### config.mk
export PLATFORM = sky130hd
export DESIGN_NAME = edge_to_halfplane
export DESIGN_NICKNAME = d
export VERILOG_FILES = /design/src/rtl/e2h_pkg.sv /design/src/rtl/e2h_div.sv /design/src/rtl/e2h_ctrl.sv /design/src/rtl/e2h_datapath.sv /design/src/rtl/edge_to_halfplane.sv
export SDC_FILE = /design/constraint.sdc
export NUM_CORES = 2
export LEC_CHECK = 0
export BUFFER_PORTS_ARGS = -buffer_cell sky130_fd_sc_hd__buf_2
export CORE_MARGIN = 1
export CORE_UTILIZATION = 41
export DETAILED_ROUTE_END_ITERATION = 7
export GPL_TIMING_DRIVEN = 0
export PLACE_DENSITY_LB_ADDON = 0.25
export RECOVER_POWER = 100
export REMOVE_ABC_BUFFERS = 1
export SLEW_MARGIN = 30
export SYNTH_ARGS = -nofsm -noshare
export SYNTH_HDL_FRONTEND = slang
export SYNTH_SLANG_ARGS = --single-unit
### constraint.sdc
create_clock -name clock -period 7.17 [get_ports clock]
set_input_delay 0.3585 -clock clock [delete_from_list [all_inputs] [get_ports clock]]
set_output_delay 0.3585 -clock clock [all_outputs]
set_load 0.005 [all_outputs]
### src/rtl/e2h_pkg.sv
package e2h_pkg;

   // Default build options.
   localparam int COORD_WIDTH_DEF = 32;
   localparam int FRAC_BITS_DEF   = 16;

   // Fixed result format and tolerance register.
   localparam int RES_W   = 48;
   localparam int TOL_W   = 16;
   localparam logic [TOL_W-1:0] TOL_RESET = 16'd1;

   // Largest result magnitude and the cap applied to the slope-times-x product.
   localparam logic [RES_W-1:0] RES_MAXMAG = 48'h8000_0000_0000;
   localparam logic [RES_W-1:0] RES_MAX    = 48'h7FFF_FFFF_FFFF;
   localparam logic [RES_W-1:0] RES_MIN    = 48'h8000_0000_0000;
   localparam int PROD_CAP_W = 61;
   localparam logic [PROD_CAP_W-1:0] PROD_CAP = 61'h1000_0000_0000_0000;

   // The multiplier consumes one digit of |x1| per cycle.
   localparam int MUL_DIGIT_W = 16;

   // Edge kinds as reported on the result channel.
   localparam logic [1:0] KIND_VERTICAL   = 2'd0;
   localparam logic [1:0] KIND_HORIZONTAL = 2'd1;
   localparam logic [1:0] KIND_SLOPED     = 2'd2;

   // Commands from the controller to the datapath.
   typedef struct packed {
      logic load;
      logic diff;
      logic classify;
      logic div_step;
      logic clamp;
      logic mul_step;
      logic offset;
      logic emit;
   } e2h_cmd_type;

   // Status from the datapath to the controller.
   typedef struct packed {
      logic chain_start;
      logic sloped;
      logic out_free;
   } e2h_sts_type;

endpackage

### src/rtl/e2h_div.sv
module e2h_div
   import e2h_pkg::*;
#(
   parameter int NUM_W = 49,
   parameter int DEN_W = 33
) (
   input  logic             clock,
   input  logic             init,
   input  logic             step,
   input  logic [NUM_W-1:0] num,
   input  logic [DEN_W-1:0] den,
   output logic [NUM_W-1:0] quot
);

   logic [NUM_W-1:0] num_ff, num_in;
   logic [DEN_W-1:0] den_ff, den_in;
   logic [DEN_W-1:0] rem_ff, rem_in;
   logic [NUM_W-1:0] quot_ff, quot_in;
   logic [DEN_W:0]   shifted;
   logic [DEN_W:0]   trial;
   logic             fits;

   // One restoring step: bring down the next numerator bit and try the divisor.
   always_comb begin
      shifted = {rem_ff, num_ff[NUM_W-1]};
      trial   = shifted - {1'b0, den_ff};
      fits    = (shifted >= {1'b0, den_ff});
      num_in  = num_ff;
      den_in  = den_ff;
      rem_in  = rem_ff;
      quot_in = quot_ff;
      if (init) begin
         num_in  = num;
         den_in  = den;
         rem_in  = '0;
         quot_in = '0;
      end else if (step) begin
         num_in  = {num_ff[NUM_W-2:0], 1'b0};
         rem_in  = fits ? trial[DEN_W-1:0] : shifted[DEN_W-1:0];
         quot_in = {quot_ff[NUM_W-2:0], fits};
      end
   end

   always_ff @(posedge clock) begin
      num_ff  <= num_in;
      den_ff  <= den_in;
      rem_ff  <= rem_in;
      quot_ff <= quot_in;
   end

   assign quot = quot_ff;

endmodule

### src/rtl/e2h_ctrl.sv
module e2h_ctrl
   import e2h_pkg::*;
#(
   parameter int COORD_WIDTH = COORD_WIDTH_DEF,
   parameter int FRAC_BITS   = FRAC_BITS_DEF
) (
   input  logic        clock,
   input  logic        reset,
   input  logic        req_tvalid,
   output logic        req_tready,
   input  e2h_sts_type sts,
   output e2h_cmd_type cmd
);

   localparam int DIV_STEPS = COORD_WIDTH + 1 + FRAC_BITS;
   localparam int MUL_STEPS = (COORD_WIDTH + MUL_DIGIT_W - 1) / MUL_DIGIT_W;
   localparam int CNT_W     = $clog2(DIV_STEPS);

   localparam logic [2:0] ST_IDLE   = 3'd0;
   localparam logic [2:0] ST_DIFF   = 3'd1;
   localparam logic [2:0] ST_CLASS  = 3'd2;
   localparam logic [2:0] ST_DIV    = 3'd3;
   localparam logic [2:0] ST_CLAMP  = 3'd4;
   localparam logic [2:0] ST_MUL    = 3'd5;
   localparam logic [2:0] ST_OFFSET = 3'd6;
   localparam logic [2:0] ST_EMIT   = 3'd7;

   logic [2:0]       state_ff, state_in;
   logic [CNT_W-1:0] cnt_ff, cnt_in;
   logic             accept;

   assign req_tready = (state_ff == ST_IDLE);
   assign accept     = req_tvalid && req_tready;

   // Sequencer: one request at a time, iterating the divider and the multiplier.
   always_comb begin
      state_in = state_ff;
      cnt_in   = cnt_ff;
      cmd      = '0;
      case (state_ff)
         ST_IDLE: begin
            if (accept) begin
               cmd.load = 1'b1;
               state_in = sts.chain_start ? ST_IDLE : ST_DIFF;
            end
         end
         ST_DIFF: begin
            cmd.diff = 1'b1;
            state_in = ST_CLASS;
         end
         ST_CLASS: begin
            cmd.classify = 1'b1;
            cnt_in       = '0;
            state_in     = sts.sloped ? ST_DIV : ST_EMIT;
         end
         ST_DIV: begin
            cmd.div_step = 1'b1;
            cnt_in       = cnt_ff + 1'b1;
            if (cnt_ff == CNT_W'(DIV_STEPS - 1)) begin
               state_in = ST_CLAMP;
            end
         end
         ST_CLAMP: begin
            cmd.clamp = 1'b1;
            cnt_in    = '0;
            state_in  = ST_MUL;
         end
         ST_MUL: begin
            cmd.mul_step = 1'b1;
            cnt_in       = cnt_ff + 1'b1;
            if (cnt_ff == CNT_W'(MUL_STEPS - 1)) begin
               state_in = ST_OFFSET;
            end
         end
         ST_OFFSET: begin
            cmd.offset = 1'b1;
            state_in   = ST_EMIT;
         end
         ST_EMIT: begin
            if (sts.out_free) begin
               cmd.emit = 1'b1;
               state_in = ST_IDLE;
            end
         end
         default: begin
            state_in = ST_IDLE;
         end
      endcase
   end

   always_ff @(posedge clock) begin
      if (reset) begin
         state_ff <= ST_IDLE;
         cnt_ff   <= '0;
      end else begin
         state_ff <= state_in;
         cnt_ff   <= cnt_in;
      end
   end

   // The divider never runs past its last quotient bit.
   a_div_count: assert property (@(posedge clock) disable iff (reset)
      (state_ff == ST_DIV) |-> (cnt_ff <= CNT_W'(DIV_STEPS - 1)))
      else $error("divider step count overran");

   // A vertex that only starts a chain produces no work.
   a_chain_start: assert property (@(posedge clock) disable iff (reset)
      (accept && sts.chain_start) |=> (state_ff == ST_IDLE))
      else $error("chain start vertex did not return to idle");

endmodule

### src/rtl/e2h_datapath.sv
module e2h_datapath
   import e2h_pkg::*;
#(
   parameter int COORD_WIDTH = COORD_WIDTH_DEF,
   parameter int FRAC_BITS   = FRAC_BITS_DEF
) (
   input  logic                   clock,
   input  logic                   reset,
   input  logic                   csr_wen,
   input  logic [TOL_W-1:0]       csr_wdata,
   input  logic [COORD_WIDTH-1:0] vertex_x,
   input  logic [COORD_WIDTH-1:0] vertex_y,
   input  logic                   first_vertex,
   input  e2h_cmd_type            cmd,
   output e2h_sts_type            sts,
   output logic                   rsp_tvalid,
   input  logic                   rsp_tready,
   output logic [RES_W-1:0]       normal_x,
   output logic [RES_W-1:0]       normal_y,
   output logic [RES_W-1:0]       offset,
   output logic [1:0]             edge_kind,
   output logic                   saturated
);

   localparam int CW     = COORD_WIDTH;
   localparam int NUM_W  = CW + 1 + FRAC_BITS;
   localparam int QE_W   = (NUM_W > RES_W + 1) ? NUM_W : RES_W + 1;
   localparam int XP     = ((CW + MUL_DIGIT_W - 1) / MUL_DIGIT_W) * MUL_DIGIT_W;
   localparam int PW     = RES_W + XP;
   localparam int SH_W   = PW - FRAC_BITS;
   localparam int SE_W   = (SH_W > PROD_CAP_W) ? SH_W : PROD_CAP_W;
   localparam int BW     = 63;
   localparam logic [RES_W-1:0] UNIT = RES_W'(1) << FRAC_BITS;

   // Tolerance register and chain state.
   logic [TOL_W-1:0]        tol_ff;
   logic signed [CW-1:0]    prev_x_ff, prev_y_ff;
   logic                    have_prev_ff;

   // Working registers for the edge in flight.
   logic signed [CW-1:0]    x1_ff, y1_ff, x2_ff, y2_ff;
   logic signed [CW:0]      dx_ff, dy_ff;
   logic                    x_lt_ff, y_dec_ff;
   logic [1:0]              kind_ff;
   logic                    neg_a_ff;
   logic [RES_W-1:0]        a_mag_ff;
   logic                    a_neg_ff;
   logic                    sat_ff;
   logic [XP-1:0]           xm_ff;
   logic [PW-1:0]           acc_ff;
   logic [RES_W-1:0]        b_ff;
   logic                    b_sat_ff;

   // Result register.
   logic                    rsp_valid_ff;
   logic [RES_W-1:0]        nx_ff, ny_ff, off_ff;
   logic [1:0]              kind_out_ff;
   logic                    sat_out_ff;

   // Combinational helpers.
   logic [CW:0]             dx_mag, dy_mag;
   logic                    is_vert, is_horiz;
   logic [NUM_W-1:0]        quot;
   logic [QE_W-1:0]         q_ext;
   logic                    q_big;
   logic [RES_W-1:0]        a_mag_in;
   logic [CW-1:0]           x1_mag;
   logic [MUL_DIGIT_W-1:0]  digit;
   logic [RES_W+MUL_DIGIT_W-1:0] part;
   logic [SH_W-1:0]         sh;
   logic [PROD_CAP_W-1:0]   pm;
   logic [BW-1:0]           y1_w, pm_w, b_full;
   logic                    b_ovf;
   logic [RES_W-1:0]        b_in;
   logic [RES_W-1:0]        a_s;
   logic [RES_W-1:0]        nx_in, ny_in, off_in;
   logic                    sat_in;
   logic                    out_free;

   // Tolerance register write.
   always_ff @(posedge clock) begin
      if (reset) begin
         tol_ff <= TOL_RESET;
      end else if (csr_wen) begin
         tol_ff <= csr_wdata;
      end
   end

   // Chain state: every accepted vertex becomes the previous one.
   always_ff @(posedge clock) begin
      if (reset) begin
         prev_x_ff    <= '0;
         prev_y_ff    <= '0;
         have_prev_ff <= 1'b0;
      end else if (cmd.load) begin
         prev_x_ff    <= vertex_x;
         prev_y_ff    <= vertex_y;
         have_prev_ff <= 1'b1;
      end
   end

   // Edge classification against the tolerance.
   always_comb begin
      dx_mag   = dx_ff[CW] ? (~dx_ff + 1'b1) : dx_ff;
      dy_mag   = dy_ff[CW] ? (~dy_ff + 1'b1) : dy_ff;
      is_vert  = (dx_mag < (CW+1)'(tol_ff)) || (dx_ff == '0);
      is_horiz = (dy_mag < (CW+1)'(tol_ff));
   end

   // Slope magnitude |dy| * 2^FRAC_BITS / |dx|, one quotient bit per cycle.
   e2h_div #(
      .NUM_W (NUM_W),
      .DEN_W (CW + 1)
   ) u_div (
      .clock (clock),
      .init  (cmd.classify),
      .step  (cmd.div_step),
      .num   ({dy_mag, {FRAC_BITS{1'b0}}}),
      .den   (dx_mag),
      .quot  (quot)
   );

   // Slope clamp: a negative slope may reach the most negative value.
   always_comb begin
      q_ext = QE_W'(quot);
      if (neg_a_ff) begin
         q_big = (q_ext > QE_W'(RES_MAXMAG));
      end else begin
         q_big = (q_ext > QE_W'(RES_MAX));
      end
      if (q_big) begin
         a_mag_in = neg_a_ff ? RES_MAXMAG : RES_MAX;
      end else begin
         a_mag_in = q_ext[RES_W-1:0];
      end
      x1_mag = x1_ff[CW-1] ? (~x1_ff + 1'b1) : x1_ff;
   end

   // Product |a| * |x1|, one digit of |x1| per cycle, most significant first.
   always_comb begin
      digit = xm_ff[XP-1 -: MUL_DIGIT_W];
      part  = a_mag_ff * digit;
   end

   // Intercept b = y1 - a*x1 with the product capped and the result clipped.
   always_comb begin
      sh     = acc_ff[PW-1:FRAC_BITS];
      pm     = (SE_W'(sh) > SE_W'(PROD_CAP)) ? PROD_CAP : sh[PROD_CAP_W-1:0];
      y1_w   = BW'(y1_ff);
      pm_w   = BW'(pm);
      b_full = (a_neg_ff ^ x1_ff[CW-1]) ? (y1_w + pm_w) : (y1_w - pm_w);
      b_ovf  = (b_full[BW-1:RES_W-1] != '0) && (b_full[BW-1:RES_W-1] != '1);
      if (b_ovf) begin
         b_in = b_full[BW-1] ? RES_MIN : RES_MAX;
      end else begin
         b_in = b_full[RES_W-1:0];
      end
   end

   // Working registers of the edge computation.
   always_ff @(posedge clock) begin
      if (cmd.load) begin
         x1_ff <= prev_x_ff;
         y1_ff <= prev_y_ff;
         x2_ff <= vertex_x;
         y2_ff <= vertex_y;
      end
      if (cmd.diff) begin
         dx_ff    <= (CW+1)'(x2_ff) - (CW+1)'(x1_ff);
         dy_ff    <= (CW+1)'(y2_ff) - (CW+1)'(y1_ff);
         x_lt_ff  <= (x1_ff < x2_ff);
         y_dec_ff <= (y2_ff < y1_ff);
      end
      if (cmd.classify) begin
         if (is_vert) begin
            kind_ff <= KIND_VERTICAL;
         end else if (is_horiz) begin
            kind_ff <= KIND_HORIZONTAL;
         end else begin
            kind_ff <= KIND_SLOPED;
         end
         neg_a_ff <= dx_ff[CW] ^ dy_ff[CW];
      end
      if (cmd.clamp) begin
         a_mag_ff <= a_mag_in;
         a_neg_ff <= neg_a_ff;
         sat_ff   <= q_big;
         xm_ff    <= XP'(x1_mag);
         acc_ff   <= '0;
      end
      if (cmd.mul_step) begin
         acc_ff <= (acc_ff << MUL_DIGIT_W) + PW'(part);
         xm_ff  <= xm_ff << MUL_DIGIT_W;
      end
      if (cmd.offset) begin
         b_ff     <= b_in;
         b_sat_ff <= b_ovf;
      end
   end

   // Row assembly with the sign convention of each edge kind.
   always_comb begin
      a_s    = a_neg_ff ? (~a_mag_ff + 1'b1) : a_mag_ff;
      nx_in  = '0;
      ny_in  = '0;
      off_in = '0;
      sat_in = 1'b0;
      case (kind_ff)
         KIND_VERTICAL: begin
            nx_in  = y_dec_ff ? UNIT : (~UNIT + 1'b1);
            off_in = y_dec_ff ? RES_W'(x1_ff) : (~RES_W'(x1_ff) + 1'b1);
         end
         KIND_HORIZONTAL: begin
            ny_in  = x_lt_ff ? UNIT : (~UNIT + 1'b1);
            off_in = x_lt_ff ? RES_W'(y1_ff) : (~RES_W'(y1_ff) + 1'b1);
         end
         default: begin
            sat_in = sat_ff | b_sat_ff;
            if (x_lt_ff) begin
               ny_in  = UNIT;
               off_in = b_ff;
               if (a_s == RES_MIN) begin
                  nx_in  = RES_MAX;
                  sat_in = 1'b1;
               end else begin
                  nx_in = ~a_s + 1'b1;
               end
            end else begin
               nx_in = a_s;
               ny_in = ~UNIT + 1'b1;
               if (b_ff == RES_MIN) begin
                  off_in = RES_MAX;
                  sat_in = 1'b1;
               end else begin
                  off_in = ~b_ff + 1'b1;
               end
            end
         end
      endcase
   end

   assign out_free = !rsp_valid_ff || rsp_tready;

   // Result register: holds until the consumer takes it.
   always_ff @(posedge clock) begin
      if (reset) begin
         rsp_valid_ff <= 1'b0;
      end else if (cmd.emit) begin
         rsp_valid_ff <= 1'b1;
      end else if (rsp_tready) begin
         rsp_valid_ff <= 1'b0;
      end
   end

   always_ff @(posedge clock) begin
      if (cmd.emit) begin
         nx_ff       <= nx_in;
         ny_ff       <= ny_in;
         off_ff      <= off_in;
         kind_out_ff <= kind_ff;
         sat_out_ff  <= sat_in;
      end
   end

   // Status back to the controller.
   always_comb begin
      sts.chain_start = first_vertex || !have_prev_ff;
      sts.sloped      = !is_vert && !is_horiz;
      sts.out_free    = out_free;
   end

   assign rsp_tvalid = rsp_valid_ff;
   assign normal_x   = nx_ff;
   assign normal_y   = ny_ff;
   assign offset     = off_ff;
   assign edge_kind  = kind_out_ff;
   assign saturated  = sat_out_ff;

   // A new row is never written over one still waiting.
   a_no_overwrite: assert property (@(posedge clock) disable iff (reset)
      cmd.emit |-> out_free)
      else $error("result register overwritten while full");

   // Axis-aligned rows are never clipped.
   a_axis_no_sat: assert property (@(posedge clock) disable iff (reset)
      (rsp_valid_ff && (kind_out_ff != KIND_SLOPED)) |-> !sat_out_ff)
      else $error("saturation flag on an axis-aligned edge");

endmodule

### src/rtl/edge_to_halfplane.sv
// A request loads the vertex; a sloped edge then runs diff, classify, bit-serial divide
// (COORD_WIDTH+FRAC_BITS+1 quotient bits), clamp, 16-bit-digit multiply and offset; a
// vertical or horizontal edge runs only diff and classify. Emit waits while the output
// is full. A chain-start vertex gives no row; requests are taken one at a time.
// Reset: synchronous, active high; clears the previous vertex, the output valid and sets
// the axis tolerance to 1.
module edge_to_halfplane
   import e2h_pkg::*;
#(
   parameter int COORD_WIDTH = COORD_WIDTH_DEF,
   parameter int FRAC_BITS   = FRAC_BITS_DEF
) (
   input  logic                   clock,
   input  logic                   reset,
   input  logic                   csr_wen,
   input  logic [TOL_W-1:0]       csr_wdata,     // axis_tolerance
   input  logic                   req_tvalid,
   output logic                   req_tready,
   // vertex_x, vertex_y, zero fill to whole bytes
   input  logic [((2*COORD_WIDTH+7)/8)*8-1:0] req_tdata,
   input  logic                   req_tuser,     // first_vertex
   output logic                   rsp_tvalid,
   input  logic                   rsp_tready,
   output logic [3*RES_W-1:0]     rsp_tdata,     // normal_x, normal_y, offset
   output logic [2:0]             rsp_tuser      // edge_kind[1:0], saturated
);

   e2h_cmd_type      cmd;
   e2h_sts_type      sts;
   logic [RES_W-1:0] normal_x, normal_y, offset;
   logic [1:0]       edge_kind;
   logic             saturated;

   // Sequencer.
   e2h_ctrl #(
      .COORD_WIDTH (COORD_WIDTH),
      .FRAC_BITS   (FRAC_BITS)
   ) u_ctrl (
      .clock      (clock),
      .reset      (reset),
      .req_tvalid (req_tvalid),
      .req_tready (req_tready),
      .sts        (sts),
      .cmd        (cmd)
   );

   // Arithmetic and result register.
   e2h_datapath #(
      .COORD_WIDTH (COORD_WIDTH),
      .FRAC_BITS   (FRAC_BITS)
   ) u_datapath (
      .clock        (clock),
      .reset        (reset),
      .csr_wen      (csr_wen),
      .csr_wdata    (csr_wdata),
      .vertex_x     (req_tdata[COORD_WIDTH-1:0]),
      .vertex_y     (req_tdata[2*COORD_WIDTH-1:COORD_WIDTH]),
      .first_vertex (req_tuser),
      .cmd          (cmd),
      .sts          (sts),
      .rsp_tvalid   (rsp_tvalid),
      .rsp_tready   (rsp_tready),
      .normal_x     (normal_x),
      .normal_y     (normal_y),
      .offset       (offset),
      .edge_kind    (edge_kind),
      .saturated    (saturated)
   );

   assign rsp_tdata = {offset, normal_y, normal_x};
   assign rsp_tuser = {saturated, edge_kind};

endmodule

* Yosys cells after proc, flatten, opt, wreduce, memory -nomap -nowiden
Index checks and enable logic that the tools add are counted.
** Storage, ports and cells
- Register bits after elaboration :: 796
- Bits of input ports :: 86
- Output and inout port bits :: 149
- Word-level logic and storage cells :: 160
** Cells by class
- Add/subtract/negate cells :: 15
- Multiply operators :: 1
- Magnitude comparators :: 8
- Equality and inequality tests :: 17
- Mux-type cells :: 52
- Bitwise gates (word level) :: 11
- Reduce and logical (&&, ||, !) cells :: 22
** Operators with widths (number)
- two-way mux 48 bit :: 13
- adder 48 x 1 -> 48 bit (second input constant) :: 5
- NOT 48 bit :: 5
- case mux 48 bit (2 select lines) :: 2
- two-way mux 80 bit :: 2
- two-way mux 33 bit :: 3
- two-way mux 49 bit :: 2
- equality test 48 bit (second input constant) :: 2
- two-way mux 32 bit :: 3
- adder 80 x 64 -> 80 bit :: 1
- adder 33 x 1 -> 33 bit (second input constant) :: 2
- < comparator 33 x 16 -> 1 bit :: 2
- NOT 33 bit :: 2
- subtractor 32 x 32 -> 33 bit :: 2
- > comparator 64 x 61 -> 1 bit (second input constant) :: 1
- < comparator 32 bit :: 2
- multiplier 48 x 16 -> 64 bit :: 1
- adder 32 x 62 -> 63 bit :: 1
- two-way mux 63 bit :: 1
- subtractor 32 x 62 -> 63 bit :: 1
- two-way mux 61 bit :: 1
- > comparator 49 x 47 -> 1 bit (second input constant) :: 1
- > comparator 49 x 48 -> 1 bit (second input constant) :: 1
- >= comparator 34 x 33 -> 1 bit :: 1
- 30 further kinds :: 69

* Depth between registers and ports, before layout
- Depth in word-level cells :: 9
- Gate-level depth with buffers :: 33
- Gate-level depth less buffers :: 28

* By module
From an unflattened synthesis, not the netlist that was laid out.
** Unflattened totals
- Cells, all modules :: 8087
- Area total of the unflattened synthesis :: 73574.3 µm²
** By module, submodules not included
- e2h_datapath :: instances 1, cells each 7264, area each 64839.7 µm², seq. area each 16826.1 µm²
- e2h_div :: instances 1, cells each 754, area each 8166.6 µm², seq. area each 4103.9 µm²
- e2h_ctrl :: instances 1, cells each 68, area each 560.5 µm², seq. area each 180.2 µm²
- edge_to_halfplane :: instances 1, cells each 1, area each 7.5 µm², seq. area each 0.0 µm²

* Worst setup path after synthesis
No wires, ideal clock.
- Kind :: flip-flop to flip-flop
- Start :: register u_datapath.acc_ff[31]
- End :: register u_datapath.b_ff[13] (data pin)
- Library setup time :: 0.270 ns
- Data arrival time :: 7.559 ns
- Required time :: 6.900 ns
- Path slack :: -0.659 ns
- Stages on the path, launching flop included :: 33
- Path buffers :: 4
- Clock period less this slack :: 7.829 ns
- Path through :: edfxtp_1 or3_1 or3_1 or4_1 nor3_2 nand4_1 nand2_1 clkbuf_1 buf_1 nand2_1 ha_1 clkbuf_1 nand3_1 nor3_1 o21ai_0 a21oi_1 nor2_1 nor3_1 a311oi_1 ha_1 and3_1 and2_1 nand2_1 o221ai_1 a31o_2 or4_1 nand4_1 nand3_1 nor4b_1 nand4b_1 o41ai_4 clkbuf_1 o21ai_0
** On the way
- Word-level cells in the longest chain between the ends :: 7
- Elaborated cells on any way between the ends :: 10
- Those cells by class :: 2 x add/sub; 1 x order compare; 1 x eq/ne; 4 x mux; 2 x reduce/logical
** Ends and longest elaborated chain
- start, declared :: line e2h_datapath.sv:50 : logic [PW-1:0] acc_ff;
- start signal, assigned :: line e2h_datapath.sv:192 : acc_ff <= (acc_ff << MUL_DIGIT_W) + PW'(part);
- > comparator 64 x 61 -> 1 bit :: line e2h_datapath.sv:148 : pm = (SE_W'(sh) > SE_W'(PROD_CAP)) ? PROD_CAP : sh[PROD_CAP_W-1:0];
- two-way mux 61 bit (*) :: line e2h_datapath.sv:148
- subtractor 32 x 62 -> 63 bit / adder 32 x 62 -> 63 bit (equally long branches) :: line e2h_datapath.sv:151 : b_full = (a_neg_ff ^ x1_ff[CW-1]) ? (y1_w + pm_w) : (y1_w - pm_w);
- two-way mux 63 bit (*) :: line e2h_datapath.sv:151
- != test 16 bit / nonzero test 16 bit (equally long branches) :: line e2h_datapath.sv:152 : b_ovf = (b_full[BW-1:RES_W-1] != '0) && (b_full[BW-1:RES_W-1] != '1);
- logical AND 1 bit :: line e2h_datapath.sv:152
- two-way mux 48 bit (*) :: line e2h_datapath.sv:153 : if (b_ovf) begin
- via u_datapath.b_in[13] :: line e2h_datapath.sv:74 : logic [RES_W-1:0] b_in;
- end signal, assigned :: line e2h_datapath.sv:196 : b_ff <= b_in;
- end, declared :: line e2h_datapath.sv:51 : logic [RES_W-1:0] b_ff;
Mark *: on every way through the listed nets, which the timed path passes. The rest lies on a longest branch.
A chain may end at the register's enable or synchronous reset.

* Final worst setup path
- Start :: register u_datapath.xm_ff[22]
- End :: register u_datapath.acc_ff[65] (data pin)
** On the way
- Word-level cells in the longest chain between the ends :: 3
** Ends and longest elaborated chain
- start, declared :: line e2h_datapath.sv:49 : logic [XP-1:0] xm_ff;
- start signal, assigned :: line e2h_datapath.sv:188 : xm_ff <= XP'(x1_mag);
- start signal, assigned :: line e2h_datapath.sv:193 : xm_ff <= xm_ff << MUL_DIGIT_W;
- multiplier 48 x 16 -> 64 bit :: line e2h_datapath.sv:142 : part = a_mag_ff * digit;
- adder 80 x 64 -> 80 bit :: line e2h_datapath.sv:192
- two-way mux 80 bit :: line e2h_datapath.sv:191 : if (cmd.mul_step) begin
No other way between the ends.

==> out/results.ini <==
[routing]
via_per_inst = 5.51
wl_mm = 234
ant_nets = 0
drcViolationCount = 0
vias = 59777
first_pass_iters = 6
first_iter_violations = 5081
post_drt_wl_per_cell_um = 21.6

[clocking]
cts_sinks = 750
root_buffer = clkbuf_16
cts_tree = yes
worstSkewPairLatency_ns = 0.75
clock_path_buffers = 3
cts_max_level = 3
cts_buffers = 90
clk_pin_slew_worst_paths_ns = 0.06

[placement]
dp_worst_setup_slack_ns = -2.82
placed_area_mm2 = 0.0760
dp_hpwl_mm = 174
portBuffers = 218
gp_congestion = 0.917

[setup_path]
cp_top_family = adder cells
startpoint_type = flip-flop
worst-path-buf-inv = 8
critical_path_required_ns = 7.65
crit_fanout = 5
cpMaxStageDelayCell = fa_2
arrival_ns = 7.83
crit_top_cell = fa_2
cp_slowest_stage_delay_ns = 0.55
cp-end-kind = flip-flop
crit_type = flip-flop to flip-flop

[synthesis]
synth_edf_count = 561
synth_area_leader_cell = edfxtp_1
ys_seq_area_share_pct = 28.8
yosys.area_share.simple_pct = 16.7
ys_seq_elements = 750
yosysWarnings = 0
synth_mux_area_share_pct = 0.497
synth_cell_type_count = 106
synth_compound_area_share_pct = 13.2
yosys.area_share.xor_xnor_pct = 6.24
syn_area_per_cell_um2 = 8.93
synth_top_area_share_pct = 23.5
synthFlopType = edfxtp_1
synth_area_leaders = edfxtp_1, fa_1, ha_1
synth_top_family_by_area = adder cells
yosys.area_share.adder_pct = 25.9
synth_cells = 8023
async_flop_share_pct = 0
syn_area_mm2 = 0.0717

[global_route]
antenna_found_initial = 7
grt_pass1_vias = 58521
grt_pass1_wl_mm = 355
grt_use_total_pct = 26.4
grt-ovfl-total = 0
grt_max_degree = 107

[power_and_ir_drop]
switching_share_pct = 44.1
sequentialPowerShare_pct = 22.2
vdd_drop_max_v = 0.000608
internal-power_uw = 14600
fin_total_pwr_uw = 26100
p_leak_uw = 0.0381
p_clk_share_pct = 19.0
power_frac_comb_pct = 58.8
p_per_area_mw_per_mm2 = 305
p_switching_uw = 11500

[timing]
relSlewSlack_pct = -109
rsz0062_at_grt = true
worstMarginPinSlew_ns = 3.14
post-route-min-period_ns = 7.34
finalClockSkew_ns = 0.0565
finalMaxSlewViolations = 266
hold_viol_final = 0
fin_crit_sh_pct = 102
setup_viol = 43
fin_hold_ws_ns = 0.0652
worst_slack_ns = -0.174
max_clock_freq_mhz = 136

[status]
violations = capacitance limit, slew limit, setup timing
status = finished with violations

[final_layout]
fin_nets = 9591
final_cell_mix = inv_1, nand2_1, fa_1
drive_gt1_share_pct = 13.2
mostFrequentLayoutCell = inv_1
area_delta_synth_final_pct = 19.1
final_area_mm2 = 0.0854

[hold_path]
hp-class = input port to flip-flop

[floorplan]
start_util_pct = 41.2
coreArea_mm2 = 0.174
num_rows = 153
die_area_mm2 = 0.177
fp.dieH_um = 420
io_pins = 235
dieWidth_um = 420

[run]
cap_violations = 6

[synth_stat cells, types with 11 or more instances]
master and n:
buf_4 48, o211ai_1 37, o21a_1 34, fa_1 694, o21ai_0 401, and3_1 49, or4_1 31, a21o_1 170
o21ai_1 18, o31a_1 15, or2_2 24, a311oi_1 16, nor3b_1 15, o41ai_1 21, inv_1 1156, nand4_1 55
nor3_1 133, nand3_1 93, mux2i_1 30, xnor2_1 338, a21oi_1 405, a22oi_1 18, a211o_1 11, nand2_1 1150
edfxtp_1 561, dfxtp_1 189, a211oi_1 35, o21bai_1 23, and2_1 248, ha_1 372, nor2b_1 43, a31o_2 12
xor2_1 169, buf_1 39, a31oi_1 48, or3_1 66, nor2_1 479, a21boi_0 26, nor4_1 74, nand2b_1 53
o31ai_1 49, a22o_1 56, clkbuf_1 345
[worst reg2reg max path: cells and delay by family (launching register included)]
family,cells,cell delay [ns]
compound gates,9,1.95
xor+xnor,1,0.15
fa+ha+maj,7,3.23
buf+inv,8,0.82
flops,1,0.44
simple gates,3,0.49
[sequential cells by signal, summed over array words and instances (netlist names), 33 cells and up]
| signal | flops |
|---|---|
| u_datapath.dx_ff | 33 |
| u_datapath.offset | 48 |
| u_datapath.b_ff | 48 |
| u_datapath.u_div.den_ff | 33 |
| u_datapath.normal_x | 48 |
| u_datapath.acc_ff | 80 |
| u_datapath.u_div.quot | 49 |
| u_datapath.u_div.num_ff | 33 |
| u_datapath.dy_ff | 33 |
| u_datapath.a_mag_ff | 48 |
| u_datapath.u_div.rem_ff | 33 |
[cell families (layout without fill, tap and decap cells)]
family	count (synthesis)	count (layout)
and+or+nand+nor	2568	2572
buffers and inverters	1603	2077
AOI/OAI and AO/OA	1491	1491
adders and majority gates	1066	1066
DFF	750	750
xor gates and xnor gates	509	509
muxes	35	35
other	1	19
[final cells by class]
| class | count | area (µm²) |
|---|---|---|
| fillers | 16306 | 88400 |
| multi-input cells | 5689 | 47400 |
| flip-flops and latches | 750 | 20600 |
| repair buffers | 749 | 6900 |
| inverters | 1159 | 4370 |
| well taps | 2325 | 2910 |
| clock buffers | 113 | 2440 |
| clock inverters | 56 | 757 |
| diodes | 3 | 7.51 |
[path summary, 6_finish.rpt]
kind	endpoint	cells after the start	from	slack (ns)
setup / recovery	u_datapath.acc_ff[65]$_SDFFCE_PN0N_	28	u_datapath.xm_ff[22]$_DFFE_PN_	-0.17
hold / removal	u_datapath.rsp_tvalid$_SDFFE_PP0P_	3	rsp_tready	0.07
setup reg to reg	u_datapath.acc_ff[65]$_SDFFCE_PN0N_	28	u_datapath.xm_ff[22]$_DFFE_PN_	-0.17
hold reg to reg	u_datapath.x1_ff[25]$_DFFE_PP_	0	u_datapath.prev_x_ff[25]$_SDFFE_PP0P_	0.43
[timing repair]
action | in CTS | in global routing
pin swaps | 112 | 174
hold buffers | 82 | 0
endpoints found under the hold margin | 145 | 0
buffers inserted | 218 | 93
cloned | 9 | 5
endpoints found under the setup margin | 106 | 79
gates resized for setup | 320 | 294
[per-layer routing]
| metal | vias up | global-route usage [%] | routed length (µm) |
|---|---|---|---|
| met1 | 29868 | 35.8 | 98000 |
| met3 | 403 | 3.99 | 18100 |
| met5 | - | 0 | 106 |
| met2 | 2189 | 42.3 | 108000 |
| li1 | 27311 | - | - |
| met4 | 6 | 10.1 | 9850 |
[stage by stage]
step                      instances  utilization [%]  TNS (ns)
after detailed placement      10271             43.7   -175.09
final                         10844             49.1     -3.89
after global routing          10841             49.1    -14.68
after global placement        10137             42.5  -1506.06
after CTS                     10748             48.1    -0.242
after floorplan                7594                -    -58.20
[power by group through the flow]
stage	Clock [µW]	Sequential, µW	Combinational (µW)
finish	4960	5780	15300
global route	5190	5820	16400
CTS	5050	5770	13400
detailed placement	0	5870	11500
global placement	0	6040	11200
floorplan	0	5800	7800
Power figures use the tool's default switching activity.
